--- config.mk ---
export PLATFORM = sky130hd
export DESIGN_NAME = cpws_div
export DESIGN_NICKNAME = d
export VERILOG_FILES = /design/src/hw/rtl/camera_path_window_smoother_top_defines.svh /design/src/hw/rtl/cpws_pkg.sv /design/src/hw/rtl/cpws_div.sv
export SDC_FILE = /design/constraint.sdc
export NUM_CORES = 1
export LEC_CHECK = 0
export BUFFER_PORTS_ARGS = -buffer_cell sky130_fd_sc_hd__buf_2
export CORE_MARGIN = 10
export CORE_UTILIZATION = 46
export CTS_CLUSTER_DIAMETER = 120
export CTS_CLUSTER_SIZE = 12
export DETAILED_ROUTE_END_ITERATION = 7
export PLACE_DENSITY = 0.76
export SLEW_MARGIN = 25
export SYNTH_ARGS = -nofsm -noshare
export SYNTH_HDL_FRONTEND = slang
export SYNTH_SLANG_ARGS = --single-unit
--- constraint.sdc ---
create_clock -name clk -period 6.7 [get_ports clk]
set_input_delay 1.675 -clock clk [delete_from_list [all_inputs] [get_ports clk]]
set_output_delay 1.675 -clock clk [all_outputs]
set_load 0.1 [all_outputs]
--- src/hw/rtl/camera_path_window_smoother_top_defines.svh ---
// ----------------------------------------------------------------------------
// Assertion macros for the camera path window smoother
// Concurrent check helpers; define NO_ASSERTIONS to compile them away.
// ----------------------------------------------------------------------------
`ifndef CAMERA_PATH_WINDOW_SMOOTHER_TOP_DEFINES_SVH
`define CAMERA_PATH_WINDOW_SMOOTHER_TOP_DEFINES_SVH

`ifndef NO_ASSERTIONS
// Same-cycle implication, disabled during reset.
`define CPWS_ASSERT_NOW(label, clk, rst, ante, cons) \
  label: assert property (@(posedge clk) disable iff (rst) (ante) |-> (cons)) \
    else $error("cpws check failed");
// Next-cycle implication, disabled during reset.
`define CPWS_ASSERT_NEXT(label, clk, rst, ante, cons) \
  label: assert property (@(posedge clk) disable iff (rst) (ante) |=> (cons)) \
    else $error("cpws check failed");
`else
`define CPWS_ASSERT_NOW(label, clk, rst, ante, cons)
`define CPWS_ASSERT_NEXT(label, clk, rst, ante, cons)
`endif

`endif

--- src/hw/rtl/cpws_pkg.sv ---
// ----------------------------------------------------------------------------
// Camera path window smoother package
// Shared widths, register codes, state type, ring entry layout and helpers.
// ----------------------------------------------------------------------------
package cpws_pkg;

  localparam int SHIFT_W    = 24;
  localparam int TURN_W     = 16;
  localparam int FACE_W     = 20;
  localparam int POS_W      = 32;
  localparam int PTURN_W    = 24;
  localparam int FIX_W      = 32;
  localparam int FIXT_W     = 24;
  localparam int IDX_W      = 16;
  localparam int RAD_W      = 5;
  localparam int WGT_W      = 9;
  localparam int CTR_W      = 20;
  localparam int CFG_IDX_W  = 3;
  localparam int CFG_DATA_W = 20;
  localparam int SUM_W      = 38;
  localparam int TSUM_W     = 30;
  localparam int QSUM_W     = 26;
  localparam int CNT_W      = 6;
  localparam int OUTN_W     = 6;
  localparam int MAX_OUT    = 32;
  localparam int DIV_CNT_W  = 6;

  localparam logic [WGT_W-1:0] FACE_MIN_WEIGHT = 9'd2;
  localparam logic [WGT_W-1:0] FULL_WEIGHT     = 9'd256;

  localparam logic [RAD_W-1:0] PATH_RADIUS_RST = 5'd20;
  localparam logic [RAD_W-1:0] FACE_RADIUS_RST = 5'd5;
  localparam logic [WGT_W-1:0] FACE_WEIGHT_RST = 9'd0;
  localparam logic [CTR_W-1:0] CENTER_X_RST    = 20'd81920;
  localparam logic [CTR_W-1:0] CENTER_Y_RST    = 20'd61440;

  typedef enum logic [CFG_IDX_W-1:0] {
    CFG_PATH_RADIUS = 3'd0,
    CFG_FACE_RADIUS = 3'd1,
    CFG_FACE_WEIGHT = 3'd2,
    CFG_CENTER_X    = 3'd3,
    CFG_CENTER_Y    = 3'd4
  } cfg_reg_t;

  typedef enum logic [2:0] {
    ST_IDLE,
    ST_CHECK,
    ST_WALK,
    ST_DRAIN,
    ST_DIV,
    ST_BLEND,
    ST_FORM,
    ST_OUT
  } state_t;

  typedef struct packed {
    logic signed [SHIFT_W-1:0] shift_x;
    logic signed [SHIFT_W-1:0] shift_y;
    logic signed [TURN_W-1:0]  turn;
    logic signed [POS_W-1:0]   path_x;
    logic signed [POS_W-1:0]   path_y;
    logic signed [PTURN_W-1:0] path_turn;
    logic [FACE_W-1:0]         face_x;
    logic [FACE_W-1:0]         face_y;
  } ring_entry_t;

  function automatic logic signed [POS_W-1:0] sat_to32(input logic signed [SUM_W-1:0] v);
    logic signed [SUM_W-1:0] hi;
    logic signed [SUM_W-1:0] lo;
    hi = 38'sd2147483647;
    lo = -38'sd2147483648;
    if (v > hi) begin
      return 32'sh7fffffff;
    end else if (v < lo) begin
      return 32'sh80000000;
    end
    return v[POS_W-1:0];
  endfunction

  function automatic logic signed [PTURN_W-1:0] sat_to24(input logic signed [25:0] v);
    logic signed [25:0] hi;
    logic signed [25:0] lo;
    hi = 26'sd8388607;
    lo = -26'sd8388608;
    if (v > hi) begin
      return 24'sh7fffff;
    end else if (v < lo) begin
      return 24'sh800000;
    end
    return v[PTURN_W-1:0];
  endfunction

endpackage

--- src/hw/rtl/cpws_div.sv ---
// ----------------------------------------------------------------------------
// Camera path window smoother divider
// Signed by unsigned restoring divider, one quotient bit per cycle.
// ----------------------------------------------------------------------------
module cpws_div (
  input  logic                                 clk,
  input  logic                                 rst,
  input  logic                                 start,
  input  logic signed [cpws_pkg::SUM_W-1:0]    num,
  input  logic [cpws_pkg::CNT_W-1:0]           den,
  output logic                                 done,
  output logic signed [cpws_pkg::SUM_W-1:0]    quo
);

  logic                               busy;
  logic [cpws_pkg::DIV_CNT_W-1:0]     cnt;
  logic [cpws_pkg::SUM_W-1:0]         mag;
  logic [cpws_pkg::CNT_W-1:0]         rem;
  logic [cpws_pkg::CNT_W-1:0]         den_r;
  logic                               neg;
  logic [cpws_pkg::CNT_W:0]           trial;
  logic                               fits;

  assign trial = {rem, mag[cpws_pkg::SUM_W-1]};
  assign fits  = trial >= {1'b0, den_r};

  always_ff @(posedge clk) begin
    if (rst) begin
      busy <= 1'b0;
      done <= 1'b0;
    end else begin
      done <= 1'b0;
      if (start) begin
        busy <= 1'b1;
      end else if (busy && cnt == '0) begin
        busy <= 1'b0;
        done <= 1'b1;
      end
    end
  end

  always_ff @(posedge clk) begin
    if (start) begin
      cnt   <= cpws_pkg::DIV_CNT_W'(cpws_pkg::SUM_W - 1);
      mag   <= num[cpws_pkg::SUM_W-1] ? cpws_pkg::SUM_W'(-num) : num;
      neg   <= num[cpws_pkg::SUM_W-1];
      rem   <= '0;
      den_r <= den;
    end else if (busy) begin
      cnt <= cnt - 1'b1;
      mag <= {mag[cpws_pkg::SUM_W-2:0], fits};
      rem <= fits ? cpws_pkg::CNT_W'(trial - {1'b0, den_r}) : trial[cpws_pkg::CNT_W-1:0];
    end
  end

  assign quo = neg ? -$signed(mag) : $signed(mag);

endmodule

==> results of run 1 <==
[logic make-up after synthesis]
logic type                 count (synthesis)
and+or+nand+nor                          161
AOI/OAI and AO/OA                        123
xor gates and xnor gates                  76
DFF                                       59
buffers and inverters                     43
adders and majority gates                 11
muxes                                      1
[power breakdown]
| part | internal (W) | switching, W | total (W) |
|---|---|---|---|
| combinational | 0.000130 | 0.000471 | 0.000601 |
| clock | 0.000213 | 0.000145 | 0.000358 |
| sequential | 0.000441 | 0.0000425 | 0.000483 |
| total | 0.000783 | 0.000658 | 0.00144 |
[registers in the layout, indices dropped and copies added (netlist names)]
name,cells
busy,1
cnt,6
den_r,6
done,1
mag,38
neg,1
rem,6
[Yosys cell counts (3+ instances only)]
| library cell | instances | area share |
|---|---|---|
| nand2_1 | 25 | 0.022 |
| nand4_1 | 4 | 0.0058 |
| o41ai_1 | 11 | 0.022 |
| edfxtp_1 | 45 | 0.31 |
| nor4_1 | 11 | 0.016 |
| nor3_1 | 7 | 0.0081 |
| a31oi_1 | 4 | 0.0058 |
| o21ai_0 | 20 | 0.023 |
| o31ai_1 | 22 | 0.038 |
| nor2_1 | 59 | 0.051 |
| a2111o_1 | 3 | 0.0078 |
| inv_1 | 17 | 0.015 |
| o41ai_2 | 7 | 0.026 |
| or2_2 | 6 | 0.0087 |
| xnor2_1 | 47 | 0.095 |
| or3_1 | 8 | 0.012 |
| clkbuf_1 | 20 | 0.017 |
| nand3_1 | 14 | 0.016 |
| or4_1 | 12 | 0.021 |
| nand2b_1 | 4 | 0.0058 |
| or4_4 | 4 | 0.010 |
| dfxtp_1 | 14 | 0.065 |
| a21oi_1 | 42 | 0.048 |
| ha_1 | 10 | 0.029 |
| and3_1 | 3 | 0.0043 |
| xor2_1 | 29 | 0.059 |
[through the flow]
stage	utilization	hold slack (ns)	total power [W]
global placement	0.522	0.488	0.00108
floorplan	-	0.475	0.000977
CTS	0.549	0.504	0.00145
global route	0.549	0.557	0.00151
detailed placement	0.524	0.495	0.00109
finish	0.549	0.502	0.00144
[final cells by class]
class | count | area, µm² | area share
clock inverter | 4 | 45.0 | 0.00893
inverter | 18 | 67.6 | 0.0134
multi-input combinational | 372 | 2520 | 0.500
timing repair buffer | 89 | 463 | 0.0918
clock buffer | 12 | 176 | 0.0350
tap | 111 | 139 | 0.0275
sequential | 59 | 1630 | 0.323
[layer usage]
metal  vias up  global-route usage  share of wire
met2       153               0.291           0.49
met1      1845               0.210           0.41
met3        29              0.0403          0.080
met5         -                   0              0
li1       1924                   -              -
met4         0              0.0733          0.024
[critical path: cells and delay by family (launching register included)]
kind            cells  cell delay (ns)
buf+inv             1             0.47
flops               1             0.43
compound gates      1             0.42
simple gates        3             1.31
xor+xnor            1             0.20
[worst min-delay path by stage]
stage | to | slack, ns | cells past startpoint
final | cnt[1] | 0.50 | 2
after global routing | cnt[1] | 0.56 | 2
after CTS | cnt[1] | 0.50 | 2
after detailed placement | cnt[1] | 0.49 | 2
after global placement | cnt[1] | 0.49 | 2
after floorplan | cnt[1] | 0.48 | 2
==> qor.txt, run 1 <==
Status: finished, final reports clean
PwrDens: 286 nW/µm²
GRT Overall Usage: 0.174
FF-to-FF End: rem[1]
Worst-Margin Slew: 0.873 ns
Layout Cells excl Fill: 665
Pre-CTS WS: 2.27 ns
Final setup TNS: 0 ns
Setup-failing EPs final: 0
Number of buffers created by CTS: 9
GR Overflow Total: 0
Post-synthesis cell area: 4330 µm²
I/O Buffers: 85
Initial Utilization: 0.471
Adder-Cell Fraction of Synth Area: 0.0335
Fraction of layout cells with a size suffix above 1: 0.229
Clock slew at reported path FFs: 0.07 ns
Die ar.: 13700 µm²
Htree depth: 3
First-pass GRT wire length: 19100 µm
Reg2Reg Setup Slack: 4.55 ns
Crit-path max FO: 6
Synth Area in Compound Gates: 0.203
Tmin final: 4.86 ns
Slew Limit Fails: 0
YS warnings: 0
Cell area after layout: 5040 µm²
Final period utilization: 0.725
Worst vdd ir: 154 µV
Syn avg cell area: 9.14 µm²
Max-cap violations: 0
Beginning of the critical path: mag[16]
CP Cell Sequence: or3_1 > nor4_2 > nand3_1 > o41ai_1 > xnor2_1 > buf_2
Post-cts sizing count: 0
Hold Buf Count CTS: 0
Vias in the first global route: 3911
Yosys reg bits: 59
Req. time, crit path: 5.03 ns
Simple-gate share of the synthesized area: 0.190
Post-route antenna net violation count: 0
Slew headroom: 0.418
Final Worst Setup Slack: 1.84 ns
Io pins: 86
Max Clk Rate: 206 MHz
Worst EP arrival: 3.18 ns
Setup Skew: 0.00855 ns
Post CTS Setup Buffer Count: 0
Drt drc: 0
Rows: 35
Post-synth EDFFs: 45
Hold path start: cnt[1]
Worst r2r path cells: 7
Placed cell count: 649
DP Area: 4820 µm²
Seq/Total Area, Yosys: 0.376
Core Area: 9200 µm²
Main combinational cell family by area after synthesis: compound AO/OA/AOI/OAI gates
Xor/xnor share of the synthesized area: 0.154
Clk_lat worst skew: 0.34 ns
Leak: 1.92 nW
Top FF cell, synth: edfxtp_1
Max Root-Sink Buffers: 2
Most frequent cells in the layout: buf_2 (85), nor2_1 (59), xnor2_1 (47)
Hold/Removal Path Class: reg -> reg
CP endpoint kind: primary output
R2R Path Start: den_r[2]
FILL cells: 860
Vias: 3951
Final wirelength: 11500 µm
Post-synthesis mux area share: 0.00231
Die Ht: 117 µm
CTS tree: done
Hold Vio Cnt, Final: 0
Initial antenna violation count: 0
Initial detailed-routing violation count: 343
CP max stage cell: or3_1
Largest net degree at the start of global routing: 91
Vias per cell: 5.94
Crit path launch type: register
Ant diodes: 0
Final Wtd Congestion: 0.885
Post-detail-place hpwl: 8640 µm
Syn-to-layout area delta: 16.4%
Crit path capture: quo[37]
Syn Nets: 532
Ys async rst share: 0
Critical path type: reg -> out
Clock tree sinks: 59
Root Driver: clkbuf_8
Die Width: 117 µm
Unrepaired setup endpoints after global routing: false
Worst stage delay on the critical path: 0.47 ns
Drt first pass iters: 5
Most common cell after layout, fill and taps aside: buf_2
WL/cell: 17.3 µm
Syn Inst Count: 474
Fin nets: 607
Yosys cell types: 47
No activity file was read; power rests on OpenSTA's default activity.
==> run 2: changes to the inputs <==
==> constraint.sdc (replaced) <==
create_clock -name clk -period 4.8 [get_ports clk]
set_input_delay 1.2 -clock clk [delete_from_list [all_inputs] [get_ports clk]]
set_output_delay 1.2 -clock clk [all_outputs]
set_load 0.1 [all_outputs]
==> qor.txt, run 2 (same netlist as run 1, synthesis figures left out) <==
Syn-to-layout area delta: 15.4% (was 16.4%)
Final setup TNS: 0 ns (unchanged)
Hold Buf Count CTS: 0 (unchanged)
Crit path capture: quo[30] (was quo[37])
Slew headroom: 0.431 (was 0.418)
Leak: 1.90 nW (was 1.92 nW)
Hold/Removal Path Class: reg -> reg (unchanged)
Worst r2r path cells: 3 (was 7)
Largest net degree at the start of global routing: 90 (was 91)
Slew Limit Fails: 0 (unchanged)
Combinational cell fraction of total power: 0.431 (was 0.417)
Post-detail-place hpwl: 8690 µm (was 8640 µm)
Vias: 3976 (was 3951)
Die Width: 117 µm (unchanged)
Initial antenna violation count: 0 (unchanged)
First-pass GRT wire length: 19100 µm (about the same)
Root Driver: clkbuf_8 (unchanged)
Max Root-Sink Buffers: 2 (unchanged)
FF-to-FF End: mag[2] (was rem[1])
Worst-Margin Slew: 0.853 ns (was 0.873 ns)
Drt drc: 0 (unchanged)
Clock tree sinks: 59 (unchanged)
FILL cells: 838 (was 860)
Htree depth: 3 (unchanged)
Crit-path max FO: 6 (unchanged)
Post CTS Setup Buffer Count: 0 (unchanged)
Die Ht: 117 µm (unchanged)
Initial detailed-routing violation count: 312 (was 343)
Most flop-heavy register: mag (unchanged)
CTS tree: done (unchanged)
Net Sw Frac: 0.479 (was 0.456)
Final wirelength: 11700 µm (was 11500 µm)
Clock power share: 0.221 (was 0.248)
Post-cts sizing count: 0 (unchanged)
Final period utilization: 0.922
R2R Path Start: busy (was den_r[2])
WL/cell: 17.7 µm (was 17.3 µm)
GR Overflow Total: 0 (unchanged)
Unrepaired setup endpoints after global routing: false (unchanged)
P_sw: 0.000931 W (was 0.000658 W)
Clock slew at reported path FFs: 0.07 ns (about the same)
Critical path type: reg -> out (unchanged)
Beginning of the critical path: mag[19] (was mag[16])
Max FFs per register: 38 (unchanged)
Final Wtd Congestion: 0.905 (was 0.885)
Clk_lat worst skew: 0.34 ns (about the same)
Fin nets: 606 (was 607)
Worst EP arrival: 3.23 ns (was 3.18 ns)
Io pins: 86 (unchanged)
Pre-CTS WS: 0.795 ns (was 2.27 ns)
Reg2Reg Setup Slack: 2.37 ns (was 4.55 ns)
Initial Utilization: 0.471 (unchanged)
Number of buffers created by CTS: 9 (unchanged)
Post-route antenna net violation count: 0 (unchanged)
PwrDens: 389 nW/µm² (was 286 nW/µm²)
Fraction of layout cells with a size suffix above 1: 0.228 (was 0.229)
Rows: 35 (unchanged)
Worst vdd ir: 177 µV (was 154 µV)
Int Pwr: 0.00101 W (was 0.000783 W)
Status: finished, final reports clean (unchanged)
Tmin final: 4.43 ns
I/O Buffers: 85 (unchanged)
Req. time, crit path: 3.60 ns (was 5.03 ns)
Max-cap violations: 0 (unchanged)
CP endpoint kind: primary output (unchanged)
GRT Overall Usage: 0.173 (was 0.174)
Vias per cell: 5.99 (was 5.94)
Ant diodes: 0 (unchanged)
Drt first pass iters: 5 (unchanged)
Flop pwr share: 0.348 (was 0.335)
Max Clk Rate: 226 MHz
Setup-failing EPs final: 0 (unchanged)
Most frequent cells in the layout: buf_2 (85), nor2_1 (59), xnor2_1 (47) (unchanged)
Crit path launch type: register (unchanged)
Final Worst Setup Slack: 0.374 ns (was 1.84 ns)
Hold Vio Cnt, Final: 0 (unchanged)
Setup Skew: 0.00896 ns (was 0.00855 ns)
Most common cell after layout, fill and taps aside: buf_2 (unchanged)
Vias in the first global route: 3938 (was 3911)
Die ar.: 13700 µm² (unchanged)
Core Area: 9200 µm² (unchanged)
==> run 2: layout make-up <==
type / instances / area (µm²) / area share
Multi-Input combinational cell: 372 / 2520 / 0.504
Sequential cell: 59 / 1630 / 0.326
Timing Repair Buffer: 88 / 455 / 0.0911
Inverter: 18 / 67.6 / 0.0135
Clock inverter: 6 / 36.3 / 0.00726
Tap cell: 111 / 139 / 0.0278
Clock buffer: 10 / 149 / 0.0298
==> run 2: worst min-delay path by stage <==
stage	start	end	slack, ns	depth (start not counted)
6_report	cnt[1]	cnt[1]	0.51	2
5_1_grt	cnt[1]	cnt[1]	0.56	2
4_1_cts	cnt[1]	cnt[1]	0.51	2
3_5_place_dp	cnt[4]	cnt[4]	0.50	2
3_3_place_gp	cnt[1]	cnt[1]	0.49	2
2_1_floorplan	cnt[1]	cnt[1]	0.48	2
==> run 2: critical path: stages, from the launching register on <==
cell,delay (ns)
edfxtp_1,0.44
or4_1,0.58
nor4_2,0.35
nand4_1,0.44
o41ai_1,0.47
xnor2_1,0.16
buf_2,0.44
==> run 2: metrics by stage <==
| step | std cells | hold WS (ns) | power (W) | utilization | area (µm²) |
|---|---|---|---|---|---|
| 2_1_floorplan | 474 | 0.475 | 0.00136 | - | 4330 |
| 3_3_place_gp | 647 | 0.488 | 0.00151 | 0.522 | 4800 |
| 3_5_place_dp | 647 | 0.504 | 0.00152 | 0.522 | 4800 |
| 4_1_cts | 663 | 0.514 | 0.00195 | 0.542 | 4990 |
| 5_1_grt | 664 | 0.556 | 0.00203 | 0.544 | 5000 |
| 6_report | 664 | 0.512 | 0.00194 | 0.544 | 5000 |
==> run 2: routing by layer <==
| metal | wire length (µm) | vias up | GRT usage |
|---|---|---|---|
| met5 | 0 | - | 0 |
| met3 | 910 | 23 | 0.0392 |
| met4 | 252 | 0 | 0.0766 |
| li1 | - | 1907 | - |
| met1 | 4860 | 1880 | 0.211 |
| met2 | 5700 | 166 | 0.285 |
==> run 2: power groups by stage <==
| stage | Clock, W | Sequential (W) | Combinational [W] |
|---|---|---|---|
| global placement | 0 | 0.000685 | 0.000825 |
| CTS | 0.000434 | 0.000678 | 0.000836 |
| finish | 0.000430 | 0.000676 | 0.000838 |
| detailed placement | 0 | 0.000690 | 0.000833 |
| global route | 0.000456 | 0.000685 | 0.000886 |
| floorplan | 0 | 0.000665 | 0.000699 |
